## src/sv/hsvrgb_pkg.sv

```systemverilog
// ============================================================================
// hsvrgb_pkg
// Shared types and fixed-point constants for the HSV to RGB converter.
// ============================================================================
`default_nettype none

package hsvrgb_pkg;

    // Hue angle scale: 1/16 degree, one turn and one 60-degree sector
    localparam int unsigned HUE_W      = 15;
    localparam int unsigned HWRAP_W    = 13;   // wrapped hue, 0..5759
    localparam int unsigned REM_W      = 10;   // remainder in sector, 0..959
    localparam int signed   HUE_LOW    = -5760;
    localparam int signed   HUE_HIGH   = 11519;
    localparam int signed   HUE_TURN   = 5760;
    localparam int unsigned HUE_SECTOR = 960;

    // Channel width
    localparam int unsigned CH_W = 8;

    // floor(rem * 256 / 960) = floor(rem * 4 / 15) = (rem * 17480) >> 16 for rem < 960
    localparam int unsigned FRAC_RECIP = 17480;
    localparam int unsigned FRAC_SHIFT = 16;

    // floor(n / 255) = (n * 32897) >> 23 for n <= 65152
    localparam int unsigned DIV255_RECIP = 32897;
    localparam int unsigned DIV255_SHIFT = 23;

    // 255 * 256 and rounding offsets
    localparam int unsigned FRAC_DEN   = 65280;
    localparam int unsigned P_ROUND    = 127;
    localparam int unsigned QT_ROUND   = 32640;

    // 60-degree sector of the wrapped hue
    typedef enum logic [2:0] {
        SEC_0 = 3'd0,
        SEC_1 = 3'd1,
        SEC_2 = 3'd2,
        SEC_3 = 3'd3,
        SEC_4 = 3'd4,
        SEC_5 = 3'd5
    } t_sector;

    // Side data that travels along the pipeline with each request
    typedef struct packed {
        t_sector          sector;
        logic [CH_W-1:0]  sat;
        logic [CH_W-1:0]  val;
    } t_side;

    // Start of a sector in hue units
    function automatic logic [HWRAP_W-1:0] sector_base(input t_sector sec);
        logic [HWRAP_W-1:0] base;
        case (sec)
            SEC_0:   base = HWRAP_W'(0);
            SEC_1:   base = HWRAP_W'(HUE_SECTOR);
            SEC_2:   base = HWRAP_W'(2 * HUE_SECTOR);
            SEC_3:   base = HWRAP_W'(3 * HUE_SECTOR);
            SEC_4:   base = HWRAP_W'(4 * HUE_SECTOR);
            SEC_5:   base = HWRAP_W'(5 * HUE_SECTOR);
            default: base = HWRAP_W'(0);
        endcase
        return base;
    endfunction

endpackage

`default_nettype wire

```

## src/sv/hsvrgb_div255.sv

```systemverilog
// ============================================================================
// hsvrgb_div255
// Registered reciprocal-multiply divide by 255, one result per enabled cycle.
// ============================================================================
`default_nettype none

module hsvrgb_div255 (
    input  wire logic                      i_clk,
    input  wire logic                      i_en,
    input  wire logic [15:0]               i_num,   // dividend, at most 65152
    output logic [hsvrgb_pkg::CH_W-1:0]    o_quo
);
    import hsvrgb_pkg::*;

    localparam int unsigned PROD_W = 32;

    logic [PROD_W-1:0] r_prod;
    logic [PROD_W-1:0] n_prod;

    // Reciprocal product; quotient is taken from the top bits
    assign n_prod = PROD_W'(i_num) * PROD_W'(DIV255_RECIP);

    always_ff @(posedge i_clk) begin
        if (i_en) begin
            r_prod <= n_prod;
        end
    end

    assign o_quo = r_prod[DIV255_SHIFT +: CH_W];

endmodule

`default_nettype wire

```

## src/sv/hsv_to_rgb_converter.sv

```systemverilog
// ============================================================================
// hsv_to_rgb_converter
// Fixed-point HSV to RGB stream conversion, one pixel per clock unless stalled.
// ============================================================================
// Accepts one color per clock while the input is ready and returns it as red,
// green and blue through a seven-stage pipeline: hue clamp and wrap, sector
// split, sector fraction, p/q/t products, numerators, reciprocal divides by
// 255, and the output register with sector routing. Every stage holds its
// own valid bit and moves on its own, so a stall on the output fills empty
// stages first and the input stays ready while any stage is free. Hue is in
// 1/16 degree, saturation and value are 8-bit fractions (255 = 1.0); zero
// saturation gives grey at the input value.
`default_nettype none

module hsv_to_rgb_converter (
    input  wire logic        i_clk,
    input  wire logic        i_rst_n,
    // Input requests
    input  wire logic        i_s_axis_tvalid,
    output logic             o_s_axis_tready,
    input  wire logic [31:0] i_s_axis_tdata,   // hue[14:0], saturation[22:15],
                                               // brightness[30:23], zero[31]
    // Output requests
    output logic             o_m_axis_tvalid,
    input  wire logic        i_m_axis_tready,
    output logic [23:0]      o_m_axis_tdata    // red[7:0], green[15:8], blue[23:16]
);
    import hsvrgb_pkg::*;

    localparam int unsigned NSTG   = 7;
    localparam int unsigned FPROD_W = 25;
    localparam int unsigned NUM_W  = 24;

    // ---------------------------------------------------------------------
    // Stage flow control
    // ---------------------------------------------------------------------
    logic [NSTG:1]   r_vld;
    logic [NSTG:1]   n_vld;
    logic [NSTG+1:1] en;

    always_comb begin
        en[NSTG+1] = i_m_axis_tready;
        for (int k = NSTG; k >= 1; k--) begin
            en[k] = !r_vld[k] || en[k+1];
        end
        n_vld[1] = i_s_axis_tvalid;
        for (int k = 2; k <= NSTG; k++) begin
            n_vld[k] = r_vld[k-1];
        end
    end

    always_ff @(posedge i_clk) begin
        if (!i_rst_n) begin
            r_vld <= '0;
        end else begin
            for (int k = 1; k <= NSTG; k++) begin
                if (en[k]) begin
                    r_vld[k] <= n_vld[k];
                end
            end
        end
    end

    assign o_s_axis_tready = en[1];
    assign o_m_axis_tvalid = r_vld[NSTG];

    // ---------------------------------------------------------------------
    // Stage 1: clamp hue to range and wrap into one turn
    // ---------------------------------------------------------------------
    logic signed [HUE_W:0]   hue_ext;
    logic signed [HUE_W:0]   hue_clamp;
    logic signed [HUE_W:0]   hue_wrap;
    logic [HWRAP_W-1:0]      r1_h;
    logic [CH_W-1:0]         r1_s;
    logic [CH_W-1:0]         r1_v;

    always_comb begin
        hue_ext = {i_s_axis_tdata[HUE_W-1], i_s_axis_tdata[HUE_W-1:0]};
        if (hue_ext < (HUE_W+1)'(HUE_LOW)) begin
            hue_clamp = (HUE_W+1)'(HUE_LOW);
        end else if (hue_ext > (HUE_W+1)'(HUE_HIGH)) begin
            hue_clamp = (HUE_W+1)'(HUE_HIGH);
        end else begin
            hue_clamp = hue_ext;
        end
        if (hue_clamp < 0) begin
            hue_wrap = hue_clamp + (HUE_W+1)'(HUE_TURN);
        end else if (hue_clamp >= (HUE_W+1)'(HUE_TURN)) begin
            hue_wrap = hue_clamp - (HUE_W+1)'(HUE_TURN);
        end else begin
            hue_wrap = hue_clamp;
        end
    end

    always_ff @(posedge i_clk) begin
        if (en[1]) begin
            r1_h <= hue_wrap[HWRAP_W-1:0];
            r1_s <= i_s_axis_tdata[HUE_W +: CH_W];
            r1_v <= i_s_axis_tdata[HUE_W+CH_W +: CH_W];
        end
    end

    // ---------------------------------------------------------------------
    // Stage 2: sector and remainder within the sector
    // ---------------------------------------------------------------------
    t_sector            sec;
    logic [HWRAP_W-1:0] rem_full;
    t_side              r2_side;
    logic [REM_W-1:0]   r2_rem;

    always_comb begin
        if (r1_h >= sector_base(SEC_5)) begin
            sec = SEC_5;
        end else if (r1_h >= sector_base(SEC_4)) begin
            sec = SEC_4;
        end else if (r1_h >= sector_base(SEC_3)) begin
            sec = SEC_3;
        end else if (r1_h >= sector_base(SEC_2)) begin
            sec = SEC_2;
        end else if (r1_h >= sector_base(SEC_1)) begin
            sec = SEC_1;
        end else begin
            sec = SEC_0;
        end
        rem_full = r1_h - sector_base(sec);
    end

    always_ff @(posedge i_clk) begin
        if (en[2]) begin
            r2_side <= '{sector: sec, sat: r1_s, val: r1_v};
            r2_rem  <= rem_full[REM_W-1:0];
        end
    end

    // ---------------------------------------------------------------------
    // Stage 3: 8-bit fraction, rem * 256 / 960 by reciprocal
    // ---------------------------------------------------------------------
    logic [FPROD_W-1:0] f_prod;
    t_side              r3_side;
    logic [CH_W-1:0]    r3_f;

    assign f_prod = FPROD_W'(r2_rem) * FPROD_W'(FRAC_RECIP);

    always_ff @(posedge i_clk) begin
        if (en[3]) begin
            r3_side <= r2_side;
            r3_f    <= f_prod[FRAC_SHIFT +: CH_W];
        end
    end

    // ---------------------------------------------------------------------
    // Stage 4: S*f, S*(256-f) and the p numerator
    // ---------------------------------------------------------------------
    t_side       r4_side;
    logic [15:0] r4_sf;
    logic [15:0] r4_sfc;
    logic [15:0] r4_pn;

    always_ff @(posedge i_clk) begin
        if (en[4]) begin
            r4_side <= r3_side;
            r4_sf   <= 16'(r3_side.sat) * 16'(r3_f);
            r4_sfc  <= 16'(r3_side.sat) * (16'd256 - 16'(r3_f));
            r4_pn   <= 16'(r3_side.val) * 16'(8'd255 - r3_side.sat) + 16'(P_ROUND);
        end
    end

    // ---------------------------------------------------------------------
    // Stage 5: q and t numerators; p divide starts
    // ---------------------------------------------------------------------
    t_side           r5_side;
    logic [NUM_W-1:0] r5_qn;
    logic [NUM_W-1:0] r5_tn;
    logic [CH_W-1:0]  p_quo;

    always_ff @(posedge i_clk) begin
        if (en[5]) begin
            r5_side <= r4_side;
            r5_qn   <= NUM_W'(r4_side.val) * (NUM_W'(FRAC_DEN) - NUM_W'(r4_sf))
                       + NUM_W'(QT_ROUND);
            r5_tn   <= NUM_W'(r4_side.val) * (NUM_W'(FRAC_DEN) - NUM_W'(r4_sfc))
                       + NUM_W'(QT_ROUND);
        end
    end

    hsvrgb_div255 u_div_p (
        .i_clk (i_clk),
        .i_en  (en[5]),
        .i_num (r4_pn),
        .o_quo (p_quo)
    );

    // ---------------------------------------------------------------------
    // Stage 6: q and t divides (n / 65280 = (n >> 8) / 255); p settles
    // ---------------------------------------------------------------------
    t_side           r6_side;
    logic [CH_W-1:0] r6_p;
    logic [CH_W-1:0] q_quo;
    logic [CH_W-1:0] t_quo;

    always_ff @(posedge i_clk) begin
        if (en[6]) begin
            r6_side <= r5_side;
            r6_p    <= p_quo;
        end
    end

    hsvrgb_div255 u_div_q (
        .i_clk (i_clk),
        .i_en  (en[6]),
        .i_num (r5_qn[NUM_W-1:CH_W]),
        .o_quo (q_quo)
    );

    hsvrgb_div255 u_div_t (
        .i_clk (i_clk),
        .i_en  (en[6]),
        .i_num (r5_tn[NUM_W-1:CH_W]),
        .o_quo (t_quo)
    );

    // ---------------------------------------------------------------------
    // Stage 7: route p, q, t and V by sector into the output register
    // ---------------------------------------------------------------------
    logic [CH_W-1:0] n_red;
    logic [CH_W-1:0] n_green;
    logic [CH_W-1:0] n_blue;
    logic [CH_W-1:0] r_red;
    logic [CH_W-1:0] r_green;
    logic [CH_W-1:0] r_blue;

    always_comb begin
        case (r6_side.sector)
            SEC_0: begin
                n_red = r6_side.val; n_green = t_quo;       n_blue = r6_p;
            end
            SEC_1: begin
                n_red = q_quo;       n_green = r6_side.val; n_blue = r6_p;
            end
            SEC_2: begin
                n_red = r6_p;        n_green = r6_side.val; n_blue = t_quo;
            end
            SEC_3: begin
                n_red = r6_p;        n_green = q_quo;       n_blue = r6_side.val;
            end
            SEC_4: begin
                n_red = t_quo;       n_green = r6_p;        n_blue = r6_side.val;
            end
            default: begin
                n_red = r6_side.val; n_green = r6_p;        n_blue = q_quo;
            end
        endcase
        // grey when saturation is zero
        if (r6_side.sat == '0) begin
            n_red   = r6_side.val;
            n_green = r6_side.val;
            n_blue  = r6_side.val;
        end
    end

    always_ff @(posedge i_clk) begin
        if (en[7]) begin
            r_red   <= n_red;
            r_green <= n_green;
            r_blue  <= n_blue;
        end
    end

    assign o_m_axis_tdata = {r_blue, r_green, r_red};

endmodule

`default_nettype wire

```

## config.mk

```make
export PLATFORM = sky130hd
export DESIGN_NAME = hsv_to_rgb_converter
export DESIGN_NICKNAME = d
export VERILOG_FILES = /design/src/sv/hsvrgb_pkg.sv /design/src/sv/hsvrgb_div255.sv /design/src/sv/hsv_to_rgb_converter.sv
export SDC_FILE = /design/constraint.sdc
export NUM_CORES = 2
export LEC_CHECK = 0
export BUFFER_PORTS_ARGS = -buffer_cell sky130_fd_sc_hd__buf_2
export CAP_MARGIN = 0
export CORE_ASPECT_RATIO = 1.2
export CORE_UTILIZATION = 30
export DETAILED_ROUTE_END_ITERATION = 12
export PLACE_DENSITY_LB_ADDON = 0.08
export RECOVER_POWER = 25
export SYNTH_ARGS = -nofsm -noshare
export SYNTH_HDL_FRONTEND = slang
export SYNTH_SLANG_ARGS = --single-unit
```

## constraint.sdc

```tcl
create_clock -name i_clk -period 7.1 [get_ports i_clk]
set_input_delay 1.775 -clock i_clk [delete_from_list [all_inputs] [get_ports i_clk]]
set_output_delay 1.775 -clock i_clk [all_outputs]
set_load 0.01 [all_outputs]
```

Word level (Yosys, flattened, before mapping)
Cells that the tools add are included.
{"block": "totals", "ff_bits": 370, "in_bits": 36, "output_inout_bits": 26, "word_cells": 112}
{"block": "op_classes", "n_addsub": 10, "mul": 9, "order_cmp": 9, "eq_ne": 9, "muxes": 16, "n_reduce_logical": 20}
{"op": "$mul A16 B16 Y31 const B", "count": 3}
{"op": "$pmux W8 S3", "count": 3}
{"op": "$pmux W10 S5", "count": 1}
{"op": "$add A24 B15 Y24 const B", "count": 2}
{"op": "$mul A9 B17 Y24", "count": 2}
{"op": "$sub A16 B16 Y17 const A", "count": 2}
{"op": "$mux W16", "count": 2}
{"op": "$ge A13 B12 Y1 const B", "count": 2}
{"op": "$mux W13", "count": 2}
{"op": "$mux W8", "count": 3}
{"op": "$mul A10 B12 Y21 const B", "count": 1}
{"op": "$add A16 B7 Y16 const B", "count": 1}
{"op": "$ge A16 B14 Y1 const B", "count": 1}
{"op": "$lt A16 B1 Y1 const B", "count": 1}
{"op": "$mul A8 B8 Y16", "count": 1}
{"op": "$mul A9 B10 Y16", "count": 1}
{"op": "$mul A9 B9 Y16", "count": 1}
{"op": "$gt A15 B15 Y1 const B", "count": 1}
{"op": "$lt A15 B14 Y1 const B", "count": 1}
{"op": "$add A13 B13 Y13 const B", "count": 1}
{"op": "$ge A13 B10 Y1 const B", "count": 1}
{"op": "$ge A13 B11 Y1 const B", "count": 1}
{"op": "$ge A13 B13 Y1 const B", "count": 1}
{"op": "$sub A13 B13 Y13 const B", "count": 1}
{"op": "14 further kinds", "count": 37}

Longest topological paths before layout
{"block": "depth", "ltp_word": 9, "ltp_mapped": 27, "depth_no_buf": 26}

Hierarchy
From an unflattened synthesis, not the netlist that was laid out.
{"block": "unflattened", "cells_unflattened": 2998, "area_unflattened_um2": 31312.5}
{"mod": "hsv_to_rgb_converter", "n_inst": 1, "cells_each": 2572, "area_per_inst_um2": 26718.1, "seq_area_each_um2": 7737.4}
{"mod": "hsvrgb_div255", "n_inst": 3, "cells_each": 142, "area_per_inst_um2": 1531.5, "seq_area_each_um2": 240.2}

Worst setup path before layout
No wires, ideal clock.
{"block": "synth_path", "path_kind": "register -> register", "from": "register r4_sf[2]", "to": "register r5_qn[22], data pin", "t_arrival_ns": 5.994, "required_ns": 6.842, "slack_ns": 0.849, "path_stages_with_launch": 25, "path_cell_list": "edfxtp_1 > nor3_1 > or3b_4 > nor3_4 > nand2b_2 > nand2_1 > xor2_1 > nand2_1 > fa_1 > inv_1 > fa_1 > fa_1 > fa_1 > inv_1 > fa_1 > inv_1 > ha_1 > a21o_1 > a21oi_1 > nand2b_1 > a21oi_1 > a221oi_1 > nand2b_1 > a21oi_1 > xnor2_1"}
{"block": "synth_via", "elab_chain_cells": 3}
{"element": "from (decl)", "line": "hsv_to_rgb_converter.sv:155", "source": "logic [15:0] r4_sf;"}
{"element": "from (signal assigned)", "line": "hsv_to_rgb_converter.sv:162", "source": "r4_sf <= 16'(r3_side.sat) * 16'(r3_f);"}
{"element": "$sub A16 B16 Y17", "line": "hsv_to_rgb_converter.sv:179", "source": "r5_qn <= NUM_W'(r4_side.val) * (NUM_W'(FRAC_DEN) - NUM_W'(r4_sf))"}
{"element": "$mul A9 B17 Y24", "line": "hsv_to_rgb_converter.sv:179"}
{"element": "$add A24 B15 Y24", "line": "hsv_to_rgb_converter.sv:180", "source": "+ NUM_W'(QT_ROUND);"}
{"element": "to (signal assigned)", "line": "hsv_to_rgb_converter.sv:179"}
{"element": "to (decl)", "line": "hsv_to_rgb_converter.sv:172", "source": "logic [NUM_W-1:0] r5_qn;"}
No other way between the ends.
A chain may end at the register's enable or synchronous reset.

Worst setup path after layout
{"block": "layout_path", "from": "register r4_sf[2]", "to": "register r5_qn[18], data pin"}
Same word-level chain as after synthesis.

==> run_results.csv <==
group,metric,value,unit
status,status,"finished, violations left",
status,violations,"max-capacitance violations, max-slew violations",
setup_path,cp-start-kind,"register",
synth,syn_inst,2883,
final_layout,seqCellArea,8460,sq um
route,drtPass1Iterations,7,
setup_path,required,7.40,ns
global_route,grt_use_total,13.7,%
flow_run,maxCapViolCount,3,
global_route,grt_overflow,0,
sta,worst_pin_slew,2.62,ns
synth,synthFlopType,"edfxtp_1",
synth,synth_top_area_share,27.3,%
setup_path,r2r_slack,0.50,ns
synth,async_flop_share,0,%
synth,yosys.cell_types.count,64,
route,ant_nets,0,
cts,cts.sinks,284,
cts,cts_made_buffers,37,
route,drc_errors,0,
floorplan,die_w,293,um
setup_path,crit_type,"register to register",
floorplan,num_rows,127,
route,wl_per_cell,15.5,um
cts,cts-root-buf,"clkbuf_16",
cts,clkTransAtPathRegs,0.06,ns
cts,cts_tree,"yes",
cts,htree_num_levels,2,
global_route,first_global_vias,21700,
synth,yosys.cell_count.top_type,"inv_1",
synth,synth_warnings,0,
setup_path,r2r_cells,24,
global_route,grt_pass1_wl,113000,um
sta,setup_tns,0,ns
cts,clock_path_buffers,3,
sta,final_hold_viol_count,0,
synth,synth_largest_area_cell,"edfxtp_1",
route,drt_wl_total,67500,um
synth,synthTopCellsByCount,"inv_1, ha_1, fa_1",
route,via_per_inst,4.51,
synth,seq_area_frac_synth,27.8,%
global_route,grt_max_degree,67,
synth,synth_area_leaders,"edfxtp_1, fa_1, ha_1",
min_path,hold_class,"register to register",
setup_path,startpoint,"r4_sf[2]$_DFFE_PP_",
cts,insertion_delay,0.58,ns
sta,rsz0062_at_grt,"no",
sta,whs,0.408,ns
synth,syn-cell-area,30400,sq um
setup_path,crit_fanout,5,
final_layout,fill_cells,10200,
synth,ys_ff_latch,284,
final_layout,drive_gt1_share,6.53,%
floorplan,initial_utilization,30.3,%
final_layout,finalNetCount,3805,
final_layout,multi_input_area,19900,sq um
floorplan,ios,62,
setup_path,arrival,6.90,ns
synth,postSynthAreaPerCell,10.6,sq um
synth,synth_edf_count,277,
sta,maxSlewViolCount,78,
route,drt_iter0_markers,632,
setup_path,endpoint,"r5_qn[18]$_DFFE_PP_",
sta,setup_viol,0,
setup_path,reg2reg_to,"r5_qn[18]$_DFFE_PP_",
setup_path,end_kind,"register",
sta,maxSlewHeadroom,-74.5,%
sta,fmax,152,MHz
final_layout,synthToLayoutAreaGrowth,11.1,%
sta,fin_crit_sh,92.9,%
route,vias,19700,
setup_path,reg2reg_from,"r4_sf[2]$_DFFE_PP_",
floorplan,core_area,100000,sq um
sta,fin_worst_skew,0.0230,ns
floorplan,die_height,351,um
sta,period_minus_slack,6.60,ns
placement,dp_hpwl,53800,um
floorplan,die-area,103000,sq um
cts,holdBufCountCts,0,
placement,place.gp.congestion,0.795,
global_route,grt_antenna_before_repair,1,
synth,synth_nets,3716,
placement,io_buffers,60,
## through the flow
stage,cell area [sq um],util (%),cells,setup WS (ns)
final,33800,33.7,4356,0.501
after global routing,33800,33.7,4355,0.0521
after detailed placement,32600,32.5,4287,0.270
after CTS,33800,33.7,4355,0.252
after floorplan,30400,-,2883,0.849
after global placement,32600,32.5,4287,0.308
## what timing repair did
item,CTS,global route
endpoints found under the setup margin,0,4
resized for setup,0,5
setup buffers,0,0
## sequential cells by signal, indices dropped and copies added (netlist names), 19 cells and up
| name | flops |
|---|---|
| r3_side | 19 |
| r4_side | 19 |
| r5_side | 19 |
| r6_side | 19 |
| r2_side | 19 |
## critical path: stages, from the launching register on
cell and delay [ns]:
edfxtp_1 0.42, nor3_1 0.30, or3b_4 0.45, nor3_4 0.16
nand2b_2 0.11, nand2_1 0.08, xor2_1 0.29, nand2_1 0.13
fa_1 0.57, inv_1 0.05, fa_1 0.53, fa_1 0.44
fa_1 0.54, inv_1 0.05, fa_1 0.53, inv_1 0.04
ha_1 0.35, a21o_1 0.18, a21oi_1 0.17, nand2b_1 0.19
nand3b_1 0.12, a21oi_1 0.25, o21bai_1 0.12, a21oi_1 0.18
xnor2_1 0.08
## cells by family (layout without fill, tap and decap cells)
family	after synthesis	in the layout	share of synthesized area [%]
and+or+nand+nor	811	811	13.4
adders and majority gates	798	798	41.3
buffers and inverters	547	665	6.76
AOI/OAI and AO/OA	285	285	6.05
DFF	284	284	27.8
xor gates and xnor gates	147	147	4.28
muxes	11	11	0.362
other	0	1	0
## metal layers
metal  vias to the layer above  routed length, um  part of all wire (%)  GRT usage [%]
li1                       9663                  -                     -              -
met1                      9736              30800                    46           17.3
met2                       199              33900                    50           24.9
met3                        61               1460                   2.2           1.44
met4                         0               1360                   2.0           3.63
met5                         -                  0                     0              0
## how the worst min path moves through the flow
stage,slack (ns),startpoint,to,depth (start not counted)
3_3_place_gp,0.40,r4_side[12]$_DFFE_PP_,r5_side[12]$_DFFE_PP_,0
5_1_grt,0.42,r4_side[12]$_DFFE_PP_,r5_side[12]$_DFFE_PP_,0
4_1_cts,0.41,r4_side[12]$_DFFE_PP_,r5_side[12]$_DFFE_PP_,0
3_5_place_dp,0.40,r1_s[5]$_DFFE_PP_,r2_side[13]$_DFFE_PP_,0
6_report,0.41,r4_side[12]$_DFFE_PP_,r5_side[12]$_DFFE_PP_,0
2_1_floorplan,0.40,r1_h[0]$_DFFE_PP_,r2_rem[0]$_DFFE_PP_,0
## final cells by class
class                      count  share of cell area [%]
multi-input combinational   2052                    59.0
clock inverter                21                   0.563
inverter                     476                    5.29
sequential                   284                    25.0
tap                         1354                    5.01
timing repair buffer         121                    2.08
clock buffer                  47                    3.03
antenna                        1                 0.00740
## cells in the final DEF, fill, tap and decap left out, types with 5 or more instances in the layout
cell / netlist / final
inv_1: 476 / 474
ha_1: 451 / 451
fa_1: 346 / 346
nand2_1: 291 / 290
edfxtp_1: 277 / 277
and2_1: 187 / 182
xnor2_1: 110 / 108
a21oi_1: 99 / 99
nor2_1: 95 / 95
buf_2: 2 / 60
nor2b_1: 59 / 59
buf_4: 0 / 46
nand2b_1: 44 / 44
o21ai_0: 38 / 38
clkbuf_16: 0 / 38
xor2_1: 35 / 35
nor3_1: 35 / 34
nand3_1: 32 / 32
o21a_1: 21 / 21
a211oi_1: 21 / 21
clkbuf_1: 67 / 20
a21o_1: 19 / 19
and3_1: 15 / 15
nand4_1: 14 / 14
mux2i_1: 11 / 11
a31oi_1: 11 / 11
o211ai_1: 10 / 10
nand3b_1: 10 / 10
a221oi_1: 11 / 10
o22ai_1: 9 / 9
or2_2: 9 / 8
a22oi_1: 8 / 8
or3_1: 7 / 7
clkinv_4: 0 / 7
dfxtp_1: 7 / 7
and2_0: 0 / 5
clkinv_2: 0 / 5
Power is left out: the tool's default activity adds up to more than one toggle a clock period on the data nets, which glitch-free logic cannot reach.
